**src/sv/ept_pkg.sv**
```systemverilog
// Shared types and constants of the execution path coverage tracker.
`default_nettype none
package ept_pkg;

  localparam int RING_DEPTH_DEF       = 5;
  localparam int RUN_SET_DEPTH_DEF    = 1024;
  localparam int GLOBAL_SET_DEPTH_DEF = 4096;

  localparam logic [63:0] DJB_SEED = 64'd5381;
  localparam logic [31:0] MIX_LO   = 32'h7F4A7C15;
  localparam logic [31:0] MIX_HI   = 32'h9E3779B9;

  localparam int EPOCH_W     = 4;
  localparam int QUEUE_DEPTH = 2;

  localparam logic [1:0] CMD_START = 2'd0;
  localparam logic [1:0] CMD_LOG   = 2'd1;
  localparam logic [1:0] CMD_END   = 2'd2;
  localparam logic [1:0] CMD_SEED  = 2'd3;

  typedef enum logic [1:0] {
    OP_START,
    OP_LOG,
    OP_END,
    OP_SEED
  } op_e;

  typedef struct packed {
    op_e         op;
    logic [63:0] addr;
    logic        crashed;
  } op_t;

endpackage
`default_nettype wire

```
**src/sv/ept_front.sv**
```systemverilog
// Command front end: tracks the run state and classifies accepted transactions.
`default_nettype none
module ept_front (
  input  wire logic         clk_i,
  input  wire logic         rst_ni,
  input  wire logic         start_i,
  input  wire logic         busy_i,
  input  wire logic [1:0]   cmd_i,
  input  wire logic [63:0]  block_addr_i,
  input  wire logic         crashed_i,
  output ept_pkg::op_t      op_o,
  output logic              push_o
);

  logic run_active_q, run_active_d;
  logic accept;

  assign accept = start_i && !busy_i;

  always_comb begin
    run_active_d = run_active_q;
    push_o       = 1'b0;
    op_o.addr    = block_addr_i;
    op_o.crashed = crashed_i;
    op_o.op      = ept_pkg::OP_SEED;
    case (cmd_i)
      ept_pkg::CMD_START: begin
        op_o.op = ept_pkg::OP_START;
        push_o  = accept;
        if (accept) run_active_d = 1'b1;
      end
      ept_pkg::CMD_LOG: begin
        op_o.op = ept_pkg::OP_LOG;
        push_o  = accept && run_active_q;
      end
      ept_pkg::CMD_END: begin
        op_o.op = ept_pkg::OP_END;
        push_o  = accept && run_active_q;
        if (accept) run_active_d = 1'b0;
      end
      default: begin
        op_o.op = ept_pkg::OP_SEED;
        push_o  = accept;
      end
    endcase
  end

  always_ff @(posedge clk_i or negedge rst_ni) begin
    if (!rst_ni) begin
      run_active_q <= 1'b0;
    end else begin
      run_active_q <= run_active_d;
    end
  end

endmodule
`default_nettype wire

```
**config.mk**
```make
export PLATFORM = sky130hd
export DESIGN_NAME = ept_front
export DESIGN_NICKNAME = d
export VERILOG_FILES = /design/src/sv/ept_pkg.sv /design/src/sv/ept_front.sv
export SDC_FILE = /design/constraint.sdc
export NUM_CORES = 1
export LEC_CHECK = 0
export ABC_AREA = 1
export BUFFER_PORTS_ARGS = -buffer_cell sky130_fd_sc_hd__buf_2
export CAP_MARGIN = 20
export CORE_MARGIN = 2
export CORE_UTILIZATION = 21
export DETAILED_ROUTE_END_ITERATION = 8
export GPL_ROUTABILITY_DRIVEN = 1
export HOLD_SLACK_MARGIN = 0.1
export MAX_ROUTING_LAYER = met4
export PLACE_DENSITY = 0.76
export SLEW_MARGIN = 10
export SYNTH_ARGS = -nofsm -noshare
export SYNTH_HDL_FRONTEND = slang
export SYNTH_SLANG_ARGS = --single-unit
```
**constraint.sdc**
```tcl
create_clock -name clk_i -period 0.8 [get_ports clk_i]
set_clock_uncertainty 0.05 [all_clocks]
set_input_delay 0.08 -clock clk_i [delete_from_list [all_inputs] [get_ports clk_i]]
set_output_delay 0.08 -clock clk_i [all_outputs]
set_load 0.005 [all_outputs]
```
==> qor.yml <==
run_status:
  status: "finished with violations"
  violations: "DRC, setup timing"
grt:
  use_met3_pct: 3.52
  grt_start_max_net_pins: 4
  grt-ovfl-total: 0
  busiest_layer: "met4"
  grt_pass1_wl_mm: 1.16
  grtUsageTotal_pct: 4.38
  antenna_found_initial: 0
  grt_pass1_vias: 244
  grtUsageMet1_pct: 3.05
  use_met2_pct: 4.60
min_path:
  hold_depth: 0
  min_from: "block_addr_i[31]"
  hp-class: "in -> out"
  hold_path_end: "op_o[32]"
synth:
  yosysTopAreaCell: "buf_4"
  synth_most_common_cell: "buf_4"
  syn_inst: 84
  seq_area_frac_synth_pct: 3.96
  netlist-cell-type-count: 9
  synth_seq_cells: 1
  yosys_most_used_dff: "dfrtp_1"
  yosys_warnings: 0
  syn_avg_cell_area_sq_um: 7.52
  synth_top_area_share_pct: 77.2
  synthAdderAreaFrac_pct: 7.92
  async_reset_ff_share_pct: 100
  syn_nets: 159
  synth_compound_area_share_pct: 1.78
  synth_edf_count: 0
  synth_simple_gate_area_share_pct: 5.54
  synth_common_cells: "buf_4, inv_1, ha_1"
  synth_top_family_by_area: "buffers and inverters"
  syn_area_sq_um: 632
  synth_xor_area_share_pct: 0
  synth_mux_area_share_pct: 0
  synth_area_leaders: "buf_4, ha_1, dfrtp_1"
sta:
  whs_ns: 0.110
  setup_viol: 3
  rsz0062_at_grt: "yes"
  fin_crit_sh_pct: 104
  drv_slew: 0
  fmaxAchievable_mhz: 1210
  setup_slack_ns: -0.0296
  worst_pin_slew_ns: 0.0826
  hold_viol: 0
  slew_headroom_pct: 94.5
  period_minus_slack_ns: 0.830
route:
  wl_per_cell_um: 13.6
  vias: 227
  first_pass_iters: 6
  wirelength_um: 801
  ant_nets: 0
  viasPerCell: 3.85
  drc: 9
  drtIter0Drc: 12
setup_path:
  crit_chain: "buf_12 -> ha_4 -> or2_4 -> buf_6"
  timing.rr.start: "run_active_q"
  cp_slowest_cell: "or2_4"
  timing.rr.end: "run_active_q"
  worstSetupStartpointType: "input pin"
  path_class: "in -> out"
  cp.arrival_ns: 0.70
  rr_worst_depth: 4
  worst-path-buf-inv: 2
  cp-end-kind: "primary output"
  cp_top_family: "simple AND/OR/NAND/NOR gates"
  slowest_delay_ns: 0.24
  cp.required_ns: 0.67
  crit_fanout: 3
  rrSetupSlack_ns: 0.08
pwr:
  internal_power_mw: 0.145
  p_leak_nw: 0.148
  switching_share_pct: 31.1
  clockPowerShare_pct: 0
  p_sw_mw: 0.0654
  seq_power_share_pct: 30.8
  power_per_cell_area_nw_per_um2: 609
  ir_drop_mv: 0.248
  combPwrFrac_pct: 69.2
cells_and_area:
  largest_reg_flops: 1
  nets: 105
  final_area_sq_um: 345
  area_delta_synth_final_pct: -45.3
  reg_top3: "run_active_q (1)"
  largest_register: "run_active_q"
  num_antenna_cells: 0
  drive_gt1_share_pct: 67.9
placed_design:
  place_congestion: 0.630
  port_buffers: 8
  hpwl_um: 613
  place_area_sq_um: 223
die:
  start_util_pct: 22.5
  dieArea_sq_um: 3460
  row_count: 19
  fp.dieW_um: 58.9
  io_pins: 139
  core_sq_um: 2810
  fp.dieH_um: 58.9
clock_tree:
  clkLatencyLatePin_ns: 0
run:
  drv_cap: 0
## final cells by class
class | count | area (sq um)
Fill cell | 329 | 2460
Multi-Input combinational cell | 12 | 156
Timing Repair Buffer | 9 | 92.6
Tap cell | 31 | 38.8
Inverter | 6 | 32.5
Sequential cell | 1 | 25.0
## placed cells by master (no fill, tap or decap)
cell           n
nand3_2        1
buf_12         2
buf_2          4
inv_6          2
a21boi_2       1
nand2_1        3
inv_1          4
ha_4           4
dfrtp_1        1
or2_4          2
buf_6          2
nor2_2         1
dlygate4sd3_1  1
## how the worst max path moves through the flow
stage,endpoint,cells after the start,startpoint,slack (ns)
floorplan,op_o[66],3,cmd_i[0],0.07
global placement,op_o[66],5,cmd_i[0],-0.17
detailed placement,op_o[66],5,cmd_i[0],-0.21
CTS,op_o[65],4,cmd_i[1],-0.03
global route,op_o[65],4,cmd_i[1],-0.04
finish,op_o[65],4,cmd_i[1],-0.03
## cells by family after synthesis
| kind of cell | after synthesis |
|---|---|
| buffers and inverters | 71 |
| AND/OR/NAND/NOR | 7 |
| AO/OA/AOI/OAI | 1 |
| adder cells (fa/ha/maj) | 4 |
| flip-flops | 1 |
## power by group through the flow
stage	registers, mW	logic [mW]	clock network (mW)
2_1_floorplan	0.0631	0.310	0
3_3_place_gp	0.0651	0.0803	0
3_5_place_dp	0.0647	0.0829	0
4_1_cts	0.0648	0.145	0
5_1_grt	0.0660	0.162	0
6_report	0.0648	0.146	0
## per-layer routing
metal,share of wire [%],up-vias
li1,-,72
met1,21,83
met2,38,48
met3,26,24
met4,14,0
met5,0,-
## metrics by stage
stage | utilization [%] | setup slack [ns] | power (mW) | instances | TNS (ns)
2_1_floorplan | - | 0.0723 | 0.373 | 84 | 0
3_3_place_gp | 7.94 | -0.166 | 0.145 | 58 | -0.426
3_5_place_dp | 7.94 | -0.205 | 0.148 | 58 | -0.511
4_1_cts | 12.1 | -0.0272 | 0.210 | 59 | -0.0712
5_1_grt | 12.3 | -0.0390 | 0.228 | 59 | -0.112
6_report | 12.3 | -0.0296 | 0.210 | 59 | -0.0636
## worst reg2reg max path, stage by stage, from the launching register on
cell     delay, ns
dfrtp_1       0.35
inv_1         0.08
nand2_1       0.05
nand2_1       0.05
inv_1         0.03
## timing repair
item | in CTS | in global routing
hold endpoints to repair | 1 | 0
endpoints found under the setup margin | 4 | 4
hold buffers | 1 | 0
buffers inserted | 0 | 0
pin swaps | 2 | 1
resized for setup | 25 | 1
No activity file was read; power rests on OpenSTA's default activity.
