### config.mk
export PLATFORM = sky130hd
export DESIGN_NAME = ept_queue
export DESIGN_NICKNAME = d
export VERILOG_FILES = /design/src/sv/ept_pkg.sv /design/src/sv/ept_queue.sv
export SDC_FILE = /design/constraint.sdc
export NUM_CORES = 1
export LEC_CHECK = 0
export ABC_AREA = 1
export BUFFER_PORTS_ARGS = -buffer_cell sky130_fd_sc_hd__buf_4
export CAP_MARGIN = 20
export CORE_AREA = 2 2 78 154
export CTS_CLUSTER_DIAMETER = 50
export DETAILED_ROUTE_END_ITERATION = 10
export DIE_AREA = 0 0 80 156
export GPL_TIMING_DRIVEN = 0
export PLACE_DENSITY = 0.74
export SLEW_MARGIN = 20
export SYNTH_ARGS = -nofsm -noshare
export SYNTH_HDL_FRONTEND = slang
export SYNTH_SLANG_ARGS = --single-unit
### constraint.sdc
create_clock -name clk_i -period 3.7 [get_ports clk_i]
set_input_delay 0.37 -clock clk_i [delete_from_list [all_inputs] [get_ports clk_i]]
set_output_delay 0.37 -clock clk_i [all_outputs]
set_load 0.02 [all_outputs]
### src/sv/ept_pkg.sv
// Shared types and constants of the execution path coverage tracker.
`default_nettype none
package ept_pkg;

  localparam int RING_DEPTH_DEF       = 5;
  localparam int RUN_SET_DEPTH_DEF    = 1024;
  localparam int GLOBAL_SET_DEPTH_DEF = 4096;

  localparam logic [63:0] DJB_SEED = 64'd5381;
  localparam logic [31:0] MIX_LO   = 32'h7F4A7C15;
  localparam logic [31:0] MIX_HI   = 32'h9E3779B9;

  localparam int EPOCH_W     = 4;
  localparam int QUEUE_DEPTH = 2;

  localparam logic [1:0] CMD_START = 2'd0;
  localparam logic [1:0] CMD_LOG   = 2'd1;
  localparam logic [1:0] CMD_END   = 2'd2;
  localparam logic [1:0] CMD_SEED  = 2'd3;

  typedef enum logic [1:0] {
    OP_START,
    OP_LOG,
    OP_END,
    OP_SEED
  } op_e;

  typedef struct packed {
    op_e         op;
    logic [63:0] addr;
    logic        crashed;
  } op_t;

endpackage
`default_nettype wire

### src/sv/ept_queue.sv
// Short queue of classified operations between front end and back end.
`default_nettype none
module ept_queue (
  input  wire logic         clk_i,
  input  wire logic         rst_ni,
  input  wire logic         push_i,
  input  wire ept_pkg::op_t op_i,
  input  wire logic         pop_i,
  output ept_pkg::op_t      op_o,
  output logic              empty_o,
  output logic              full_o
);

  localparam int Depth = ept_pkg::QUEUE_DEPTH;
  localparam int AW    = $clog2(Depth);
  localparam int CW    = $clog2(Depth + 1);

  ept_pkg::op_t   mem_q [Depth];
  logic [AW-1:0]  wp_q, rp_q;
  logic [CW-1:0]  cnt_q;

  assign empty_o = (cnt_q == '0);
  assign full_o  = (cnt_q == CW'(Depth));
  assign op_o    = mem_q[rp_q];

  always_ff @(posedge clk_i) begin
    if (push_i) mem_q[wp_q] <= op_i;
  end

  always_ff @(posedge clk_i or negedge rst_ni) begin
    if (!rst_ni) begin
      wp_q  <= '0;
      rp_q  <= '0;
      cnt_q <= '0;
    end else begin
      if (push_i) wp_q <= (wp_q == AW'(Depth - 1)) ? '0 : wp_q + 1'b1;
      if (pop_i)  rp_q <= (rp_q == AW'(Depth - 1)) ? '0 : rp_q + 1'b1;
      cnt_q <= cnt_q + CW'(push_i) - CW'(pop_i);
    end
  end

endmodule
`default_nettype wire

==> results.md, run 1 <==
- WP data required: 3.33 ns
- Final estimated routing congestion in global placement: 0.691
- Total wire length: 10600 um
- FF-to-FF End: mem_q[0][32]$_DFFE_PP_
- Avg Cell Area, Syn: 13.9 um2
- Critical path class: flop to output pin
- IO buf count: 139
- Post-route cell area: 0.00712 mm2
- Starting density of the core: 46.1%
- Number of failing hold endpoints at the final stage: 0
- Critical path origin: rp_q$_DFFE_PN0P_
- Via count: 3259
- Syn-to-layout area delta: 37.0%
- Post-route antenna net violation count: 0
- Total CTS buffers: 17
- Top-level I/O count: 140
- Total negative setup slack: 0 ns
- Commonest register cell after synthesis: edfxtp_1
- Tcrit/Tclk final: 53.6%
- Number of core rows: 55
- Power per standard cell area: 835 mW/mm2
- Area of the placeable core: 0.0113 mm2
- YS warnings: 0
- Cells taking the most area after synthesis: edfxtp_1 77%, o21ai_0 5.4%, inv_1 5.3%
- Clock slew at the register clock pins of the worst setup and hold paths: 0.06 ns
- Number of antenna violations at the first check in global routing: 0
- Cell area after synthesis: 0.00520 mm2
- Synth unique cells: 14
- Synth top cells by count: 134 x edfxtp_1, 74 x inv_1, 73 x nand2_1
- Peak supply drop: 512 uV
- Flip-flop and latch count after synthesis: 138
- Synth async-reset ratio: 2.90%
- Total iterations of the first detailed-routing run: 4
- DP Wirelength: 7610 um
- Largest stage delay, worst path: 0.37 ns
- Final net count: 611
- Reported leakage power: 3.04 nW
- Vias in the first global route: 3372
- Largest net degree at the start of global routing: 58
- Total die area: 0.0125 mm2
- First DRT Iteration DRCs: 169
- Path class of the lowest-slack min-delay path: input port to flop
- Buffer cell driving the clock tree root: clkbuf_16
- Capture point of the worst path: op_o[20]
- Global-route wire length before repair: 16100 um
- Post-CTS repair timing setup buffer count: 0
- Die Height: 156 um
- Relative slew slack: 71.2%
- TritonCTS clock tree: yes
- Via/cell ratio: 4.70
- Nature of the critical path startpoint: flop
- Number of clock sinks seen by CTS: 138
- Max frequency: 504 MHz
- Crit Path Max Fanout: 10
- Total nets after synthesis: 448
- Most repeated cell in the gate-level netlist after synthesis: edfxtp_1
- Die Span X: 80 um
- Internal reg-to-reg setup slack: 2.14 ns
- Finish-stage setup viols: 0
- Unrepaired setup endpoints after global routing: no
- Endpoint type of the worst setup path: output pin
- Launch point of the worst reg-to-reg path: wp_q$_DFFE_PN0P_
- Min cycle time layout: 1.98 ns
- Worst Tran Pin Value: 0.431 ns
- Max-slew violation count: 0
- Clock skew after layout: 0.00548 ns
- Library cell with the largest summed area after synthesis: edfxtp_1
- Number of inserted diodes: 0
- Number of H-tree branching levels: 4
- Gate Count Post-Synth: 375
- Status: finished, final reports clean
- Top-area cell type share of the netlist area: 77.4%
- Per-cell routed wire length: 15.3 um
- Post-DP Area: 0.00653 mm2
- Critical path data arrival time: 1.61 ns
- EDFF count, synth: 134
- Post-Route Utilization: 63.1%
- Worst path cell trace: buf_6 -> buf_2 -> o21ai_0 -> buf_4
- Clock tree buffer depth: 2
- Cell with the largest stage delay on the worst path: dfrtp_1
- Proportion of layout cells with a drive suffix above 1: 34.8%
- Combined global-route utilization of all metal layers: 17.7%
- Remaining DRCs: 0
- Sequential area share after synthesis: 79.3%
- Number of maximum-capacitance constraint violations: 0
- Clock latency of the later-clocked register in the worst-skew pair: 0.41 ns
- Overflow left after global routing: 0
- Number of cell instances on the worst register-to-register path: 3
-- placed cells by master, fill, tap and decap left out, types with 2 or more instances in the layout --
master	Yosys	final
clkbuf_16	0	17
buf_6	6	6
bufinv_16	0	2
o21ai_2	2	2
inv_6	0	2
clkinvlp_4	0	6
ha_1	2	2
buf_4	0	139
inv_1	74	73
buf_16	0	3
dfrtp_1	4	4
nor2_1	3	2
xor2_1	2	2
buf_2	8	8
clkinv_4	0	2
o21ai_1	9	9
nand2_1	73	73
o21ai_0	56	56
edfxtp_1	134	134
-- repair_timing --
action / 4_1_cts / 5_1_grt
hold endpoints to repair: 4 / 0
resized for setup: 0 / 0
endpoints found under the setup margin: 0 / 0
hold buffers: 1 / 0
-- worst max-delay path, delay by kind of cell, from the launching register on --
family	cells	cell delay (ns)
compound gates	1	0.30
buf+inv	3	0.53
flops	1	0.37
-- state kept, by name (all words and copies together), names as in the netlist --
signal / cells
mem_q: 134
cnt_q: 2
rp_q: 1
wp_q: 1
-- per-layer routing --
| layer | GRT usage (%) | part of all wire, % | vias up |
|---|---|---|---|
| met1 | 16.5 | 32 | 1528 |
| met3 | 4.98 | 5.2 | 31 |
| met5 | 0 | 0 | - |
| li1 | - | - | 1584 |
| met2 | 32.3 | 58 | 116 |
| met4 | 11.5 | 4.6 | 0 |
-- logic make-up after synthesis --
| family | after synthesis | synth area share (%) |
|---|---|---|
| DFF | 138 | 79.3 |
| buffers and inverters | 89 | 7.70 |
| and+or+nand+nor | 77 | 5.58 |
| AOI/OAI and AO/OA | 67 | 6.59 |
| xor gates and xnor gates | 2 | 0.337 |
| adders and majority gates | 2 | 0.481 |
-- cell type report --
type                       instances  area [um2]
buffer                            15         123
clock buffer                      18         429
clock inverter                    14         149
fill                             874        4160
inverter                          74         280
multi-input combinational        148         683
sequential                       138        4120
tap                              142         178
timing repair buffer             144        1160
-- power breakdown --
group | switching [mW] | leakage, nW | total, mW | internal (mW)
combinational | 1.33 | 1.48 | 2.17 | 0.846
sequential | 0.0794 | 1.30 | 2.15 | 2.07
clock | 0.626 | 0.263 | 1.62 | 0.992
total | 2.03 | 3.04 | 5.95 | 3.91
-- per-stage QoR --
step	power (mW)	std cells	worst slack, ns	hold slack [ns]
after detailed placement	4.39	660	2.04	0.168
after floorplan	3.38	375	1.11	0.0744
after global routing	6.25	693	1.63	0.119
after CTS	6.02	693	1.70	0.121
final	5.95	693	1.72	0.144
after global placement	4.28	656	0.235	0.170
-- how the worst min path moves through the flow --
stage | start | end | slack [ns] | cells past startpoint
2_1_floorplan | rst_ni | cnt_q[0]$_DFF_PN0_ | 0.07 | 0
6_report | op_i[24] | mem_q[1][24]$_DFFE_PP_ | 0.14 | 1
3_3_place_gp | rst_ni | cnt_q[0]$_DFF_PN0_ | 0.17 | 1
3_5_place_dp | rst_ni | rp_q$_DFFE_PN0P_ | 0.17 | 1
5_1_grt | op_i[24] | mem_q[0][24]$_DFFE_PP_ | 0.12 | 1
4_1_cts | op_i[20] | mem_q[0][20]$_DFFE_PP_ | 0.12 | 1
Note: power is estimated with default switching activity, not from simulation.
==> run 2: changes to the inputs <==
--- a/config.mk
+++ b/config.mk
@@ -5,15 +5,15 @@
 export SDC_FILE = /design/constraint.sdc
 export NUM_CORES = 1
 export LEC_CHECK = 0
-export ABC_AREA = 1
+export ABC_AREA = 0
 export BUFFER_PORTS_ARGS = -buffer_cell sky130_fd_sc_hd__buf_4
 export CAP_MARGIN = 20
-export CORE_AREA = 2 2 78 154
+export CORE_AREA = 2 2 74 146
 export CTS_CLUSTER_DIAMETER = 50
 export DETAILED_ROUTE_END_ITERATION = 10
-export DIE_AREA = 0 0 80 156
+export DIE_AREA = 0 0 76 148
 export GPL_TIMING_DRIVEN = 0
-export PLACE_DENSITY = 0.74
+export PLACE_DENSITY = 0.77
 export SLEW_MARGIN = 20
 export SYNTH_ARGS = -nofsm -noshare
 export SYNTH_HDL_FRONTEND = slang
==> constraint.sdc (replaced) <==
create_clock -name clk_i -period 2.06 [get_ports clk_i]
set_input_delay 0.206 -clock clk_i [delete_from_list [all_inputs] [get_ports clk_i]]
set_output_delay 0.206 -clock clk_i [all_outputs]
set_load 0.02 [all_outputs]
==> results.md, run 2 <==
- Top-level I/O count: 140 (unchanged)
- Met1 routing resource usage after global routing: 19.2% (was 16.5%)
- Critical path data arrival time: 1.67 ns (was 1.61 ns)
- Most common cell after layout, fill and taps aside: buf_4 (unchanged)
- Area of the placeable core: 0.0101 mm2 (was 0.0113 mm2)
- Largest net degree at the start of global routing: 39 (was 58)
- Share of power burned in combinational logic: 34.7% (was 36.6%)
- Proportion of layout cells with a drive suffix above 1: 53.0% (was 34.8%)
- Met3 Use GR: 5.98% (was 4.98%)
- Buffers plus inverters on the worst setup path: 4 (was 3)
- Worst setup slack before clock tree synthesis: 0.514 ns (was 2.04 ns)
- Number of failing hold endpoints at the final stage: 0 (unchanged)
- Final worst-path setup slack: 0.185 ns (was 1.72 ns)
- Clock tree buffer depth: 2 (unchanged)
- Die Span X: 76 um (was 80 um)
- Commonest register cell after synthesis: edfxtp_1 (unchanged)
- Synth top cells by count: 134 x edfxtp_1, 47 x mux2_2, 20 x mux2_4 (was 134 x edfxtp_1, 74 x inv_1, 73 x nand2_1)
- Dominant combinational cell family by area after synthesis: multiplexers (was buffers and inverters)
- Filler Cell Count: 570 (was 874)
- Reported leakage power: 3.04 nW (about the same)
- Switch share: 29.1% (was 34.2%)
- EDFF count, synth: 134 (unchanged)
- Global routing usage on met2: 34.9% (was 32.3%)
- Via/cell ratio: 4.80 (was 4.70)
- Worst path cell trace: buf_6 -> buf_6 -> buf_8 -> mux2_4 -> buf_4 (was buf_6 -> buf_2 -> o21ai_0 -> buf_4)
- Compound-gate portion of the synthesized area: 0% (was 6.59%)
- Vias in the first global route: 3188 (was 3372)
- Synth async-reset ratio: 2.90% (unchanged)
- Post-route antenna net violation count: 0 (unchanged)
- Starting density of the core: 50.8% (was 46.1%)
- Largest stage delay, worst path: 0.37 ns (about the same)
- Overflow left after global routing: 0 (unchanged)
- Cells taking the most area after synthesis: edfxtp_1 79%, mux2_2 10%, mux2_4 5.9% (was edfxtp_1 77%, o21ai_0 5.4%, inv_1 5.3%)
- Sequential power share: 36.4% (was 36.2%)
- Max frequency: 533 MHz
- Global-route wire length before repair: 15800 um (was 16100 um)
- Relative slew slack: 59.8% (was 71.2%)
- Top-area cell type share of the netlist area: 78.6% (was 77.4%)
- Peak supply drop: 1010 uV (was 512 uV)
- TritonCTS clock tree: yes (unchanged)
- Worst hold margin: 0.133 ns (was 0.144 ns)
- Most frequent cells in the layout: 139 x buf_4, 134 x edfxtp_1, 70 x dlygate4sd3_1 (was 139 x buf_4, 134 x edfxtp_1, 73 x inv_1, 73 x nand2_1, 56 x o21ai_0)
- Remaining DRCs: 0 (unchanged)
- YS warnings: 0 (unchanged)
- NetSw: 3.10 mW (was 2.03 mW)
- Total wire length: 10300 um (was 10600 um)
- Finish-stage setup viols: 0 (unchanged)
- Internal power: 7.54 mW (was 3.91 mW)
- Number of maximum-capacitance constraint violations: 0 (unchanged)
- Nature of the critical path startpoint: flop (unchanged)
- Cell area after synthesis: 0.00512 mm2 (was 0.00520 mm2)
- Number of clock sinks seen by CTS: 138 (unchanged)
- Total nets after synthesis: 297 (was 448)
- Cell type group with the largest total delay on the critical path: buffers and inverters (unchanged)
- IO buf count: 139 (unchanged)
- Via count: 2892 (was 3259)
- Largest reg by FF count: mem_q (unchanged)
- Clock latency of the later-clocked register in the worst-skew pair: 0.40 ns (was 0.41 ns)
- Inst Count DP: 501 (was 660)
- Clock slew at the register clock pins of the worst setup and hold paths: 0.06 ns (about the same)
- Internal reg-to-reg setup slack: 0.54 ns (was 2.14 ns)
- CP most frequent cell: buf_6
- Combined global-route utilization of all metal layers: 19.1% (was 17.7%)
- Area fraction in and, or, nand and nor cells after synthesis: 0.440% (was 5.58%)
- Flip-flop and latch count after synthesis: 138 (unchanged)
- Number of inserted diodes: 0 (unchanged)
- Max-slew violation count: 0 (unchanged)
- Flip-flop count of the largest register after layout: 134 (unchanged)
- Cell with the largest stage delay on the worst path: dfrtp_1 (unchanged)
- Avg Cell Area, Syn: 22.9 um2 (was 13.9 um2)
- Most repeated cell in the gate-level netlist after synthesis: edfxtp_1 (unchanged)
- DP Wirelength: 6350 um (was 7610 um)
- Total die area: 0.0112 mm2 (was 0.0125 mm2)
- Part of the power in the clock network: 28.9% (was 27.2%)
- Tcrit/Tclk final: 91.0%
- Crit Path Max Fanout: 10 (unchanged)
- WP data required: 1.85 ns (was 3.33 ns)
- Final estimated routing congestion in global placement: 0.711 (was 0.691)
- Post-CTS repair timing setup buffer count: 0 (unchanged)
- Unrepaired setup endpoints after global routing: no (unchanged)
- Number of antenna violations at the first check in global routing: 0 (unchanged)
- Total CTS buffers: 17 (unchanged)
- First DRT Iteration DRCs: 136 (was 169)
- Total iterations of the first detailed-routing run: 4 (unchanged)
- Quantity of gates resized following cts: 0 (unchanged)
- Proportion of synthesized area in mux cells: 16.2% (was 0%)
- Per-cell routed wire length: 17.0 um (was 15.3 um)
- Gate Count Post-Synth: 224 (was 375)
- Final net count: 528 (was 611)
- Min cycle time layout: 1.87 ns
- Fraction of synthesized cell area in xor and xnor cells: 0.806% (was 0.337%)
- Design Power: 10.6 mW (was 5.95 mW)
- Sequential area share after synthesis: 80.5% (was 79.3%)
- Critical path class: flop to output pin (unchanged)
- Power per standard cell area: 1380 mW/mm2 (was 835 mW/mm2)
- Status: finished, final reports clean (unchanged)
- Synth unique cells: 14 (unchanged)
- Syn-to-layout area delta: 50.6% (was 37.0%)
- Path class of the lowest-slack min-delay path: input port to asynchronous set/reset pin (was input port to flop)
- Top Registers: mem_q x134, cnt_q x2 (unchanged)
- Clock skew after layout: 0.00487 ns (was 0.00548 ns)
- Number of H-tree branching levels: 4 (unchanged)
- GRT busiest layer: met2 (unchanged)
- Buffer cell driving the clock tree root: clkbuf_16 (unchanged)
- Library cell with the largest summed area after synthesis: edfxtp_1 (unchanged)
- Worst Tran Pin Value: 0.602 ns (was 0.431 ns)
- Number of core rows: 52 (was 55)
- Die Height: 148 um (was 156 um)
- Adder and majority gate portion of the synthesized area: 0.489% (was 0.481%)
- Post-Route Utilization: 76.5% (was 63.1%)
- Endpoint type of the worst setup path: output pin (unchanged)
- Final standard cell count with taps included and fillers excluded: 603 (was 693)
-- run 2: power by group through the flow --
stage	Clock (mW)	Sequential [mW]	Combinational, mW
5_1_grt	3.26	3.92	3.90
3_3_place_gp	0	3.92	3.48
4_1_cts	3.15	3.87	3.71
6_report	3.07	3.87	3.69
3_5_place_dp	0	3.93	3.59
2_1_floorplan	0	3.89	2.24
-- run 2: worst paths after layout --
kind | startpoint | endpoint | cells past startpoint
max | rp_q$_DFFE_PN0P_ | op_o[31] | 5
min | rst_ni | cnt_q[1]$_DFF_PN0_ | 2
max reg2reg | wp_q$_DFFE_PN0P_ | mem_q[0][63]$_DFFE_PP_ | 2
min reg2reg | wp_q$_DFFE_PN0P_ | wp_q$_DFFE_PN0P_ | 1
max in group asynchronous | rst_ni | wp_q$_DFFE_PN0P_ | 2
min in group clk_i | op_i[12] | mem_q[0][12]$_DFFE_PP_ | 2
-- run 2: through the flow --
step	setup TNS, ns	area, um2
global placement	-23.92	6340
finish	0	7710
floorplan	0	5130
global route	0	7710
detailed placement	0	6400
CTS	0	7710
-- run 2: timing repair --
item / 4_1_cts / 5_1_grt
endpoints found under the setup margin: 0 / 0
hold buffers: 70 / 0
endpoints found under the hold margin: 140 / 0
-- run 2: area by class of cell --
class	count	area (um2)	share of cell area (%)
Timing Repair Buffer	212	1800	23.4
Clock inverter	14	179	2.32
Inverter	2	7.51	0.0973
Tap cell	135	169	2.19
Sequential cell	138	4120	53.5
Multi-Input combinational cell	76	928	12.0
Clock buffer	18	429	5.56
Buffer	8	72.6	0.941
-- run 2: worst register-to-register path, stage by stage, from the launching register on --
cell	delay [ns]
dfrtp_1	0.42
nor2b_4	0.52
buf_12	0.27
-- run 2: logic make-up after synthesis --
family | after synthesis
XOR/XNOR | 3
AND/OR/NAND/NOR | 4
adder cells (fa/ha/maj) | 2
flip-flops | 138
multiplexers | 67
buffers and inverters | 10
-- run 2: layer usage --
metal,up-vias,wire [um]
li1,1350,-
met1,1410,3530
met2,111,6000
met3,21,432
met4,0,297
met5,-,0
==> run 3: changes to the inputs <==
--- a/config.mk
+++ b/config.mk
@@ -5,15 +5,15 @@
 export SDC_FILE = /design/constraint.sdc
 export NUM_CORES = 1
 export LEC_CHECK = 0
-export ABC_AREA = 0
+export ABC_AREA = 1
 export BUFFER_PORTS_ARGS = -buffer_cell sky130_fd_sc_hd__buf_4
 export CAP_MARGIN = 20
-export CORE_AREA = 2 2 74 146
+export CORE_AREA = 2 2 74 147
 export CTS_CLUSTER_DIAMETER = 50
 export DETAILED_ROUTE_END_ITERATION = 10
-export DIE_AREA = 0 0 76 148
+export DIE_AREA = 0 0 76 149
 export GPL_TIMING_DRIVEN = 0
-export PLACE_DENSITY = 0.77
+export PLACE_DENSITY = 0.8
 export SLEW_MARGIN = 20
 export SYNTH_ARGS = -nofsm -noshare
 export SYNTH_HDL_FRONTEND = slang
==> results.md, run 3 (synthesized netlist as in run 1, its figures left out) <==
- Status: finished, final reports clean (unchanged)
- Internal power: 7.09 mW (was 7.54 mW)
- Top-level I/O count: 140 (unchanged)
- Final standard cell count with taps included and fillers excluded: 756 (was 603)
- Final estimated routing congestion in global placement: 0.748 (was 0.711)
- Path class of the lowest-slack min-delay path: input port to flop (was input port to asynchronous set/reset pin)
- Number of cell instances on the worst register-to-register path: 4 (was 2)
- Quantity of gates resized following cts: 0 (unchanged)
- Area of the placeable core: 0.0103 mm2 (was 0.0101 mm2)
- Inst Count DP: 655 (was 501)
- Post-route antenna net violation count: 0 (unchanged)
- Number of maximum-capacitance constraint violations: 0 (unchanged)
- Via count: 3600 (was 2892)
- Cell with the largest stage delay on the worst path: clkinvlp_4 (was dfrtp_1)
- Power per standard cell area: 1390 mW/mm2 (was 1380 mW/mm2)
- Sequential power share: 36.0% (was 36.4%)
- Reported leakage power: 3.33 nW (was 3.04 nW)
- Depth of the critical timing path with buffers and inverters included: 4 (was 5)
- Finish-stage setup viols: 0 (unchanged)
- Largest net degree at the start of global routing: 24 (was 39)
- Largest stage delay, worst path: 0.47 ns (was 0.37 ns)
- Number of antenna violations at the first check in global routing: 0 (unchanged)
- Tcrit/Tclk final: 88.4% (was 91.0%)
- Post-route cell area: 0.00777 mm2 (was 0.00771 mm2)
- Critical path class: flop to flop (was flop to output pin)
- IO buf count: 139 (unchanged)
- Crit Path Max Fanout: 23 (was 10)
- Total negative setup slack: 0 ns (unchanged)
- Number of core rows: 53 (was 52)
- Buffers plus inverters on the worst setup path: 3 (was 4)
- Most common cell after layout, fill and taps aside: buf_4 (unchanged)
- Top Registers: mem_q x134, cnt_q x2 (unchanged)
- Nature of the critical path startpoint: flop (unchanged)
- Total iterations of the first detailed-routing run: 4 (unchanged)
- Combined global-route utilization of all metal layers: 21.9% (was 19.1%)
- Worst Tran Pin Value: 0.724 ns (was 0.602 ns)
- Cell type group with the largest total delay on the critical path: buffers and inverters (unchanged)
- Filler Cell Count: 624 (was 570)
- Number of failing hold endpoints at the final stage: 0 (unchanged)
- Critical path data arrival time: 1.97 ns (was 1.67 ns)
- Clock tree buffer depth: 2 (unchanged)
- WP data required: 2.21 ns (was 1.85 ns)
- Starting density of the core: 50.6% (was 50.8%)
- NetSw: 3.69 mW (was 3.10 mW)
- Number of hold buffers added after CTS: 69 (was 70)
- FF-to-FF End: mem_q[1][20]$_DFFE_PP_ (was mem_q[0][63]$_DFFE_PP_)
- Remaining DRCs: 0 (unchanged)
- TritonCTS clock tree: yes (unchanged)
- Number of clock sinks seen by CTS: 138 (unchanged)
- Min cycle time layout: 1.82 ns (was 1.87 ns)
- Peak supply drop: 1010 uV (about the same)
- Global-route wire length before repair: 18900 um (was 15800 um)
- Per-cell routed wire length: 15.7 um (was 17.0 um)
- Vias in the first global route: 3871 (was 3188)
- Final net count: 679 (was 528)
- Endpoint type of the worst setup path: flop (was output pin)
- Switch share: 34.2% (was 29.1%)
- Relative slew slack: 51.6% (was 59.8%)
- Max-slew violation count: 0 (unchanged)
- Critical path origin: wp_q$_DFFE_PN0P_ (was rp_q$_DFFE_PN0P_)
- Clock latency of the later-clocked register in the worst-skew pair: 0.39 ns (was 0.40 ns)
- Number of inserted diodes: 0 (unchanged)
- Total die area: 0.0113 mm2 (was 0.0112 mm2)
- Post-CTS repair timing setup buffer count: 0 (unchanged)
- Unrepaired setup endpoints after global routing: no (unchanged)
- Share of power burned in combinational logic: 37.8% (was 34.7%)
- Total wire length: 11800 um (was 10300 um)
- Buffer cell driving the clock tree root: clkbuf_16 (unchanged)
- Overflow left after global routing: 0 (unchanged)
- Most frequent cells in the layout: 139 x buf_4, 134 x edfxtp_1, 73 x inv_1, 73 x nand2_1, 69 x dlygate4sd3_1 (was 139 x buf_4, 134 x edfxtp_1, 70 x dlygate4sd3_1)
- Worst hold margin: 0.0229 ns (was 0.133 ns)
- Syn-to-layout area delta: 49.5% (was 50.6%)
- Max frequency: 549 MHz (was 533 MHz)
- Total CTS buffers: 17 (unchanged)
- Number of H-tree branching levels: 4 (unchanged)
- First DRT Iteration DRCs: 184 (was 136)
- Capture point of the worst path: mem_q[1][20]$_DFFE_PP_ (was op_o[31])
- Clock slew at the register clock pins of the worst setup and hold paths: 0.06 ns (about the same)
- Post-DP Area: 0.00652 mm2 (was 0.00640 mm2)
- Clock skew after layout: 0.00586 ns (was 0.00487 ns)
- Die Height: 149 um (was 148 um)
- Launch point of the worst reg-to-reg path: wp_q$_DFFE_PN0P_ (unchanged)
- DP Wirelength: 6680 um (was 6350 um)
- Part of the power in the clock network: 26.2% (was 28.9%)
- Largest reg by FF count: mem_q (unchanged)
- Flip-flop count of the largest register after layout: 134 (unchanged)
- Via/cell ratio: 4.76 (was 4.80)
- Die Span X: 76 um (unchanged)
- Worst path cell trace: nand2_1 -> clkinvlp_4 -> buf_12 -> buf_16 (was buf_6 -> buf_6 -> buf_8 -> mux2_4 -> buf_4)
- Source of the worst hold timing path: push_i
- Internal reg-to-reg setup slack: 0.24 ns (was 0.54 ns)
- Proportion of layout cells with a drive suffix above 1: 31.0% (was 53.0%)
-- run 3: cell types whose count changed in the layout (fill, tap and decap cells not counted), moves of 4 or more --
| cell | change |
|---|---|
| inv_1 | +71 |
| o21ai_1 | +9 |
| o21ai_0 | +56 |
| buf_6 | +4 |
| buf_2 | +4 |
| mux2_2 | -47 |
| nand2_1 | +73 |
| mux2_4 | -20 |
-- run 3: layer usage --
layer	up-vias	global-route usage, %	wire length (um)
met5	-	0	0
met4	0	9.82	163
met3	14	6.48	854
met2	163	37.4	6310
met1	1700	25.8	4510
li1	1723	-	-
-- run 3: worst min-delay path by stage --
stage / end / cells after the start
after global routing: wp_q$_DFFE_PN0P_ / 2
final: wp_q$_DFFE_PN0P_ / 2
after floorplan: cnt_q[0]$_DFF_PN0_ / 0
after CTS: wp_q$_DFFE_PN0P_ / 2
after global placement: cnt_q[0]$_DFF_PN0_ / 1
after detailed placement: cnt_q[0]$_DFF_PN0_ / 1
-- run 3: layout make-up --
type	instances	area [um2]	share of cell area, %
timing repair buffer	212	1830	23.5
buffer	15	123	1.58
clock inverter	14	131	1.69
sequential	138	4120	53.1
tap	137	171	2.21
inverter	74	282	3.62
multi-input combinational	148	683	8.79
clock buffer	18	429	5.52
-- run 3: through the flow --
stage	util [%]	power [mW]	setup slack [ns]
global route	75.6	11.3	0.128
finish	75.6	10.8	0.239
global placement	62.5	7.64	-0.378
detailed placement	63.4	7.84	0.185
floorplan	-	6.07	0.178
CTS	75.6	10.8	0.176
-- run 3: power groups by stage --
stage / Combinational [mW] / Sequential (mW) / Clock, mW
2_1_floorplan: 2.16 / 3.91 / 0
3_3_place_gp: 3.72 / 3.93 / 0
3_5_place_dp: 3.92 / 3.92 / 0
4_1_cts: 4.05 / 3.87 / 2.86
5_1_grt: 4.38 / 3.93 / 2.98
6_report: 4.07 / 3.88 / 2.82
